`config.mk`:
```
export PLATFORM = sky130hd
export DESIGN_NAME = sorted_set_merge_operations_flat
export DESIGN_NICKNAME = d
export VERILOG_FILES = /design/src/hw/rtl/ssm_pkg.sv /design/src/hw/rtl/ssm_if.sv /design/src/hw/rtl/ssm_ctrl.sv /design/src/hw/rtl/ssm_dp.sv /design/src/hw/rtl/sorted_set_merge_operations.sv /design/src/flat_wrapper.sv
export SDC_FILE = /design/constraint.sdc
export NUM_CORES = 1
export LEC_CHECK = 0
export ABC_AREA = 0
export BUFFER_PORTS_ARGS = -buffer_cell sky130_fd_sc_hd__buf_2
export CORE_AREA = 2 2 331 333
export DETAILED_ROUTE_END_ITERATION = 10
export DIE_AREA = 0 0 333 335
export PLACE_DENSITY_LB_ADDON = 0.15
export SYNTH_ARGS = -nofsm -noshare
export SYNTH_HDL_FRONTEND = slang
export SYNTH_HIERARCHICAL = 1
export SYNTH_SLANG_ARGS = --single-unit
```
`constraint.sdc`:
```
create_clock -name clk -period 6.9 [get_ports clk]
set_input_delay 0.69 -clock clk [delete_from_list [all_inputs] [get_ports clk]]
set_output_delay 0.69 -clock clk [all_outputs]
set_load 0.05 [all_outputs]
```
`src/hw/rtl/ssm_pkg.sv`:
```
// ----------------------------------------------------------------------------
// ssm_pkg
// Shared codes and the control/status bundles between controller and datapath.
// ----------------------------------------------------------------------------
`default_nettype none

package ssm_pkg;

	localparam int ACT_W = 2;
	localparam int OP_W  = 2;

	localparam logic [ACT_W-1:0] ACT_LOAD_A  = 2'd0;
	localparam logic [ACT_W-1:0] ACT_LOAD_B  = 2'd1;
	localparam logic [ACT_W-1:0] ACT_COMPUTE = 2'd2;

	localparam logic [OP_W-1:0] OP_INTERSECT = 2'd0;
	localparam logic [OP_W-1:0] OP_UNION     = 2'd1;
	localparam logic [OP_W-1:0] OP_A_MINUS_B = 2'd2;
	localparam logic [OP_W-1:0] OP_SYMDIFF   = 2'd3;

	typedef struct packed {
		logic load_a;
		logic load_b;
		logic step;
		logic finish;
	} ssm_cmd_t;

	typedef struct packed {
		logic walk_done;
		logic out_free;
	} ssm_status_t;

endpackage

`default_nettype wire

```
`src/hw/rtl/ssm_if.sv`:
```
// ----------------------------------------------------------------------------
// ssm_if
// Valid/ready channels: input items and result beats.
// ----------------------------------------------------------------------------
`default_nettype none

interface ssm_item_if #(
	parameter int ELEMENT_WIDTH = 16
);
	logic                            valid;
	logic                            ready;
	logic [ssm_pkg::ACT_W-1:0]       action;
	logic signed [ELEMENT_WIDTH-1:0] element;

	modport source (output valid, output action, output element, input ready);
	modport sink   (input valid, input action, input element, output ready);
endinterface

interface ssm_result_if #(
	parameter int ELEMENT_WIDTH = 16
);
	logic                            valid;
	logic                            ready;
	logic signed [ELEMENT_WIDTH-1:0] result_value;
	logic                            is_last;
	logic                            is_empty;
	logic                            overflowed;

	modport source (output valid, output result_value, output is_last, output is_empty,
		output overflowed, input ready);
	modport sink   (input valid, input result_value, input is_last, input is_empty,
		input overflowed, output ready);
endinterface

`default_nettype wire

```
`src/hw/rtl/ssm_ctrl.sv`:
```
// ----------------------------------------------------------------------------
// ssm_ctrl
// Sequencer: takes loads while idle, runs the merge walk and the final beat.
// ----------------------------------------------------------------------------
`default_nettype none

module ssm_ctrl (
	input  wire logic                      clk,
	input  wire logic                      arst_n,
	input  wire logic                      in_valid,
	input  wire logic [ssm_pkg::ACT_W-1:0] in_action,
	output logic                           in_ready,
	input  wire ssm_pkg::ssm_status_t      status,
	output ssm_pkg::ssm_cmd_t              cmd
);

	typedef enum logic [2:0] {
		ST_IDLE  = 3'b001,
		ST_WALK  = 3'b010,
		ST_FLUSH = 3'b100
	} state_t;

	state_t state_q, state_d;
	logic   accept;

	assign in_ready = (state_q == ST_IDLE);
	assign accept   = in_valid && in_ready;

	always_comb begin
		state_d    = state_q;
		cmd        = '0;
		cmd.load_a = accept && (in_action == ssm_pkg::ACT_LOAD_A);
		cmd.load_b = accept && (in_action == ssm_pkg::ACT_LOAD_B);
		case (state_q)
			ST_IDLE: begin
				if (accept && (in_action == ssm_pkg::ACT_COMPUTE)) begin
					state_d = ST_WALK;
				end
			end
			ST_WALK: begin
				if (status.walk_done) begin
					state_d = ST_FLUSH;
				end else begin
					cmd.step = status.out_free;
				end
			end
			ST_FLUSH: begin
				cmd.finish = status.out_free;
				if (status.out_free) begin
					state_d = ST_IDLE;
				end
			end
			default: begin
				state_d = ST_IDLE;
			end
		endcase
	end

	always_ff @(posedge clk or negedge arst_n) begin
		if (!arst_n) begin
			state_q <= ST_IDLE;
		end else begin
			state_q <= state_d;
		end
	end

endmodule

`default_nettype wire

```
`src/hw/rtl/ssm_dp.sv`:
```
// ----------------------------------------------------------------------------
// ssm_dp
// Set stores, merge heads and compare, one-deep hold and the output register.
// ----------------------------------------------------------------------------
`default_nettype none

module ssm_dp #(
	parameter int SET_DEPTH     = 32,
	parameter int ELEMENT_WIDTH = 16
) (
	input  wire logic                            clk,
	input  wire logic                            arst_n,
	input  wire logic                            cfg_we,
	input  wire logic [ssm_pkg::OP_W-1:0]        cfg_wdata,
	input  wire logic signed [ELEMENT_WIDTH-1:0] element,
	input  wire ssm_pkg::ssm_cmd_t               cmd,
	output ssm_pkg::ssm_status_t                 status,
	ssm_result_if.source                         results
);

	localparam int CNT_W = $clog2(SET_DEPTH + 1);
	localparam int IDX_W = $clog2(SET_DEPTH);
	localparam logic [CNT_W-1:0] FULL = CNT_W'(SET_DEPTH);

	logic signed [ELEMENT_WIDTH-1:0] store_a_q [SET_DEPTH];
	logic signed [ELEMENT_WIDTH-1:0] store_b_q [SET_DEPTH];

	logic [CNT_W-1:0]          count_a_q, count_b_q;
	logic [CNT_W-1:0]          ia_q, ib_q;
	logic                      dropped_q;
	logic [ssm_pkg::OP_W-1:0]  op_q;
	logic signed [ELEMENT_WIDTH-1:0] held_q;
	logic                      held_valid_q;
	logic                      out_valid_q;
	logic signed [ELEMENT_WIDTH-1:0] out_value_q;
	logic                      out_last_q, out_empty_q, out_ovf_q;

	logic                            a_left, b_left;
	logic signed [ELEMENT_WIDTH-1:0] head_a, head_b;
	logic                            take_a, take_b, take_both;
	logic                            emit_a_only, emit_b_only, emit_both, emit;
	logic                            out_load;

	always_comb begin
		a_left      = ia_q < count_a_q;
		b_left      = ib_q < count_b_q;
		head_a      = store_a_q[ia_q[IDX_W-1:0]];
		head_b      = store_b_q[ib_q[IDX_W-1:0]];
		take_a      = !b_left || (a_left && (head_a < head_b));
		take_b      = !take_a && (!a_left || (head_b < head_a));
		take_both   = !take_a && !take_b;
		emit_a_only = (op_q != ssm_pkg::OP_INTERSECT);
		emit_b_only = (op_q == ssm_pkg::OP_UNION) || (op_q == ssm_pkg::OP_SYMDIFF);
		emit_both   = (op_q == ssm_pkg::OP_INTERSECT) || (op_q == ssm_pkg::OP_UNION);
		emit        = take_a ? emit_a_only : (take_b ? emit_b_only : emit_both);
		out_load    = (cmd.step && emit && held_valid_q) || cmd.finish;
	end

	assign status.walk_done = !a_left && !b_left;
	assign status.out_free  = !out_valid_q || results.ready;

	assign results.valid        = out_valid_q;
	assign results.result_value = out_value_q;
	assign results.is_last      = out_last_q;
	assign results.is_empty     = out_empty_q;
	assign results.overflowed   = out_ovf_q;

	always_ff @(posedge clk) begin
		if (cmd.load_a && (count_a_q != FULL)) begin
			store_a_q[count_a_q[IDX_W-1:0]] <= element;
		end
		if (cmd.load_b && (count_b_q != FULL)) begin
			store_b_q[count_b_q[IDX_W-1:0]] <= element;
		end
		if (cmd.step && emit) begin
			held_q <= take_b ? head_b : head_a;
		end
		if (cmd.finish) begin
			out_value_q <= held_valid_q ? held_q : '0;
			out_last_q  <= 1'b1;
			out_empty_q <= !held_valid_q;
			out_ovf_q   <= dropped_q;
		end else if (out_load) begin
			out_value_q <= held_q;
			out_last_q  <= 1'b0;
			out_empty_q <= 1'b0;
			out_ovf_q   <= dropped_q;
		end
	end

	always_ff @(posedge clk or negedge arst_n) begin
		if (!arst_n) begin
			op_q         <= ssm_pkg::OP_INTERSECT;
			count_a_q    <= '0;
			count_b_q    <= '0;
			dropped_q    <= 1'b0;
			ia_q         <= '0;
			ib_q         <= '0;
			held_valid_q <= 1'b0;
			out_valid_q  <= 1'b0;
		end else begin
			if (cfg_we) begin
				op_q <= cfg_wdata;
			end
			if (cmd.load_a) begin
				if (count_a_q == FULL) begin
					dropped_q <= 1'b1;
				end else begin
					count_a_q <= count_a_q + CNT_W'(1);
				end
			end
			if (cmd.load_b) begin
				if (count_b_q == FULL) begin
					dropped_q <= 1'b1;
				end else begin
					count_b_q <= count_b_q + CNT_W'(1);
				end
			end
			if (cmd.step) begin
				if (take_a || take_both) begin
					ia_q <= ia_q + CNT_W'(1);
				end
				if (take_b || take_both) begin
					ib_q <= ib_q + CNT_W'(1);
				end
				if (emit) begin
					held_valid_q <= 1'b1;
				end
			end
			if (cmd.finish) begin
				count_a_q    <= '0;
				count_b_q    <= '0;
				dropped_q    <= 1'b0;
				ia_q         <= '0;
				ib_q         <= '0;
				held_valid_q <= 1'b0;
			end
			if (out_load) begin
				out_valid_q <= 1'b1;
			end else if (results.ready) begin
				out_valid_q <= 1'b0;
			end
		end
	end

endmodule

`default_nettype wire

```
`src/hw/rtl/sorted_set_merge_operations.sv`:
```
// ----------------------------------------------------------------------------
// sorted_set_merge_operations
// Loads two ascending sets, then merges them into the selected set operation.
//
//   channel   dir  payload                                          beat
//   items     in   action, element                                  valid & ready
//   results   out  result_value, is_last, is_empty, overflowed      valid & ready
//   cfg       in   cfg_wdata (set_operation)                        cfg_we
//
// A load is taken on its beat; a new item may follow at once.
// After its beat a compute holds off items through the merge walk (one merge step
// per cycle while results.ready is high or the output register is empty), the end
// of walk and then the closing beat.
// Items are refused from the compute beat until the closing beat is registered.
// Reset empties both sets and sets the operation to intersection.
// ----------------------------------------------------------------------------
`default_nettype none

module sorted_set_merge_operations #(
	parameter int SET_DEPTH     = 32,
	parameter int ELEMENT_WIDTH = 16
) (
	input  wire logic                     clk,
	input  wire logic                     arst_n,
	ssm_item_if.sink                      items,
	ssm_result_if.source                  results,
	input  wire logic                     cfg_we,
	input  wire logic [ssm_pkg::OP_W-1:0] cfg_wdata
);

	ssm_pkg::ssm_cmd_t    cmd;
	ssm_pkg::ssm_status_t status;
	logic                 in_ready;

	assign items.ready = in_ready;

	ssm_ctrl u_ctrl (
		.clk       (clk),
		.arst_n    (arst_n),
		.in_valid  (items.valid),
		.in_action (items.action),
		.in_ready  (in_ready),
		.status    (status),
		.cmd       (cmd)
	);

	ssm_dp #(
		.SET_DEPTH     (SET_DEPTH),
		.ELEMENT_WIDTH (ELEMENT_WIDTH)
	) u_dp (
		.clk       (clk),
		.arst_n    (arst_n),
		.cfg_we    (cfg_we),
		.cfg_wdata (cfg_wdata),
		.element   (items.element),
		.cmd       (cmd),
		.status    (status),
		.results   (results)
	);

endmodule

`default_nettype wire

```
`src/flat_wrapper.sv`:
```
// flat-port wrapper written by rule: the top's interface ports become plain ports
module sorted_set_merge_operations_flat 
#(
	parameter int SET_DEPTH     = 32,
	parameter int ELEMENT_WIDTH = 16
)
  (clk, arst_n, cfg_we, cfg_wdata, items_valid, items_action, items_element, items_ready, results_valid, results_result_value, results_is_last, results_is_empty, results_overflowed, results_ready);
  ssm_item_if #(.ELEMENT_WIDTH(ELEMENT_WIDTH)) items_i ();
  ssm_result_if #(.ELEMENT_WIDTH(ELEMENT_WIDTH)) results_i ();
  input  wire logic clk;
  input  wire logic arst_n;
  input  wire logic cfg_we;
  input  wire logic [ssm_pkg::OP_W-1:0] cfg_wdata;
  input wire logic [$bits(items_i.valid)-1:0] items_valid;
  input wire logic [$bits(items_i.action)-1:0] items_action;
  input wire logic [$bits(items_i.element)-1:0] items_element;
  output wire logic [$bits(items_i.ready)-1:0] items_ready;
  output wire logic [$bits(results_i.valid)-1:0] results_valid;
  output wire logic [$bits(results_i.result_value)-1:0] results_result_value;
  output wire logic [$bits(results_i.is_last)-1:0] results_is_last;
  output wire logic [$bits(results_i.is_empty)-1:0] results_is_empty;
  output wire logic [$bits(results_i.overflowed)-1:0] results_overflowed;
  input wire logic [$bits(results_i.ready)-1:0] results_ready;
  assign items_i.valid = items_valid;
  assign items_i.action = items_action;
  assign items_i.element = items_element;
  assign items_ready = items_i.ready;
  assign results_valid = results_i.valid;
  assign results_result_value = results_i.result_value;
  assign results_is_last = results_i.is_last;
  assign results_is_empty = results_i.is_empty;
  assign results_overflowed = results_i.overflowed;
  assign results_i.ready = results_ready;
  sorted_set_merge_operations #(.SET_DEPTH(SET_DEPTH), .ELEMENT_WIDTH(ELEMENT_WIDTH)) u_core (.clk(clk), .arst_n(arst_n), .items(items_i), .results(results_i), .cfg_we(cfg_we), .cfg_wdata(cfg_wdata));
endmodule
```
==> results by group <==
Setup path
  • WP data arrival: 6.01 ns
  • Reg2reg end: u_core/u_dp/held_q[8]
  • Worst Setup Start Kind: register
  • WS Path Type: register to register
  • CP Data Required Time: 7.21 ns
  • Critical path origin: u_core/u_dp/ia_q[0]
  • Worst reg2reg path depth: 12
  • Crit Path Max Fanout: 42
  • Crit path capture type: register
  • Worst reg2reg startpoint: u_core/u_dp/ia_q[0]
  • R2r setup slk: 1.20 ns
  • CP endpoint: u_core/u_dp/held_q[8]

Power
  • VDD IR max: 198 uV
  • Clock share of power: 33.7%
  • Sw power: 0.00452 W
  • Pwr/cell area: 344 nW/um^2
  • Pint: 0.0123 W
  • Combinational Power Share: 20.4%
  • Leak pwr: 15.1 nW
  • Net Sw Frac: 26.8%
  • Flop pwr share: 45.9%
  • Final Power: 0.0168 W

Cells and area
  • Nets@finish: 2,123
  • Core Util, Final: 45.3%
  • Most frequent cells in the layout: edfxtp_1, mux4_2, clkbuf_16, buf_4, buf_2
  • Ratio of cells with drive above 1 in the final layout: 33.1%
  • Synth-to-layout area growth: 13.9%
  • Most common cell after layout, fill and taps aside: edfxtp_1

Logic synthesis
  • Yosys reg bits: 1,091
  • Main flop type after synthesis: edfxtp_1
  • Mux share of post-synthesis cell area: 17.8%
  • Sequential element share of the synthesized area: 75.8%
  • Post-Syn Area: 43,000 um^2
  • Synth cell types: 62
  • Main combinational cell family by area after synthesis: multiplexers
  • Compound-Gate Fraction of Synth Area: 1.20%
  • Synth area leaders: edfxtp_1, mux4_2, dfrtp_1
  • Syn_nets: 1,965
  • Warnings from Yosys: 6
  • Largest area contributor in the netlist: edfxtp_1
  • Syn avg cell area: 22.6 um^2
  • Synth top area share: 73.9%
  • Post-synthesis async set-or-reset flop share: 2.93%
  • Post-synth EDFFs: 1,058
  • Cells after synthesis: 1,904
  • Simple-gate share of the synthesized area: 2.72%
  • Xor/xnor cell area share of the yosys netlist: 0.143%
  • Synth Area in Adders: 1.05%

Detailed routing
  • DRC viols: 0
  • Vias per std cell: 5.58
  • Routed vias: 19,900
  • WL final: 105,000 um
  • Initial DRC count: 1,959
  • DR pass1 iterations: 5
  • Post-DRT Antenna Nets: 0
  • Routed length per instance: 29.3 um

Clocking
  • CTS Hold Buffers Added: 0
  • CTS buffer count: 110
  • Worst-path clk slew: 0.06 ns
  • Clk Latency, worst-skew pair: 0.69 ns
  • CTS tree: done
  • Htree depth: 3
  • Clock Path Buffers: 3
  • Root Buffer: clkbuf_16
  • Clock Sinks: 1,091
  • Post-CTS Setup Inserts: 0
  • Post-cts resize count: 0

Timing
  • F_max: 0.175 GHz
  • Slew margin rel.: 10.9%
  • Fin. Hold Viols: 0
  • Pins Over Slew Limit: 0
  • Period minus WS final: 5.70 ns
  • Fin crit share: 82.6%
  • RSZ-0062 raised after global routing: no
  • Setup tns final: 0 ns
  • Worst-Margin Slew: 1.34 ns
  • Setup Viol. Count Final: 0
  • Clk_skew: 0.0234 ns
  • Worst hold slack: 0.161 ns

Global route
  • Vias in the first global route: 20,700
  • Grt met2 use: 29.7%
  • Busiest grt layer: met2
  • Met3 Track Usage GR: 2.76%
  • Total global-route track usage: 18.9%
  • Met1 Usage GRT: 27.6%
  • Largest net degree at the start of global routing: 65
  • Total global routing overflow: 0
  • Initial antenna violation count: 2
  • Global-route wire length before repair: 150,000 um

Hold path
  • HP Class: input port to asynchronous set/reset pin

Die
  • Die Y: 335 um
  • Total die area: 112,000 um^2
  • Core Footprint: 108,000 um^2
  • Chip width: 333 um
  • I/O pin count: 46
  • FP Rows: 121
  • Initial Utilization: 39.8%

Status
  • Run status: finished clean

Placed design
  • DP Wirelength: 58,300 um
  • Placer Congestion: 0.807
  • PortBufs: 45

Flow run
  • Max_cap viols: 0
critical path, stage by stage (launching register included):
cell and delay (ns):
dfrtp_4 1.01, buf_12 0.31, mux4_2 0.54, mux4_2 0.47
mux2i_1 0.52, ha_1 0.35, a21o_1 0.16, a221o_1 0.32
o2bb2ai_1 0.16, or4_4 0.48, a21oi_4 0.17, o211ai_1 0.21
inv_1 0.57
registers in the layout (all words and copies together), names as in the netlist, 2 cells and up:
register                          flops
u_core/u_dp/store_a_q               512
u_core/u_dp/store_b_q               512
u_core/u_dp/op_q                      2
u_core/u_dp/results.result_value     16
u_core/u_dp/held_q                   16
u_core/u_dp/count_b_q                 6
u_core/u_dp/count_a_q                 6
u_core/u_ctrl/state_q                 3
u_core/u_dp/ib_q                      6
u_core/u_dp/ia_q                      6
worst min-delay path by stage:
stage          cells past startpoint                        endpoint             startpoint  slack, ns
2_1_floorplan                      0        u_core/u_ctrl/state_q[1]                 arst_n       0.39
3_3_place_gp                       0  u_core/u_dp/results.overflowed  u_core/u_dp/dropped_q       0.48
3_5_place_dp                       0  u_core/u_dp/results.overflowed  u_core/u_dp/dropped_q       0.48
4_1_cts                            1        u_core/u_ctrl/state_q[1]                 arst_n       0.14
5_1_grt                            1        u_core/u_ctrl/state_q[1]                 arst_n       0.19
6_report                           1        u_core/u_ctrl/state_q[1]                 arst_n       0.16
per-stage QoR:
stage          cell area (um^2)  setup WS (ns)  cells
3_3_place_gp              45500           1.10   3364
6_report                  48900           1.20   3569
4_1_cts                   48900           1.08   3566
2_1_floorplan             43000           1.55   1904
5_1_grt                   48900          0.858   3566
3_5_place_dp              45500           1.10   3364
cells by family after synthesis:
group                      Yosys count
adders and majority gates           36
xor gates and xnor gates             7
AOI/OAI and AO/OA                   79
DFF                               1091
muxes                              361
and+or+nand+nor                    214
buffers and inverters              116
power groups by stage:
stage	clock [W]	sequential, W	combinational, W
5_1_grt	0.00608	0.00776	0.00369
6_report	0.00567	0.00773	0.00344
4_1_cts	0.00582	0.00774	0.00350
3_3_place_gp	0	0.00787	0.00345
3_5_place_dp	0	0.00788	0.00349
2_1_floorplan	0	0.00761	0.00270
layout make-up:
class | count | area [um^2]
Multi-Input combinational cell | 697 | 10000
Timing Repair Buffer | 138 | 1020
Sequential cell | 1091 | 32600
Antenna cell | 3 | 7.51
Inverter | 24 | 90.1
Fill cell | 9065 | 59200
Clock inverter | 69 | 556
Clock buffer | 133 | 2860
Tap cell | 1414 | 1770
per-layer routing:
layer	wire length, um	part of all wire [%]
met5	0	0
met4	2590	2.5
met2	49200	47
met3	5320	5.1
met1	47500	45
Yosys cell counts (all sizes together) (3+ instances only):
cell type and number:
nor3 7, nor2b 11, o21a 5, edfxtp 1058, a31oi 3, inv 23, a21oi 42, nand4 9
o21ai 7, nand2 37, o31ai 4, nand3 12, mux2 23, nor2 77, and2 22, clkbuf 43
mux2i 18, o211ai 4, dfrtp 31, xnor2 7, or3 5, nor3b 16, ha 36, nand2b 3
mux4 320, a211oi 4, or4 3, buf 49
Power figures use the tool's default switching activity.
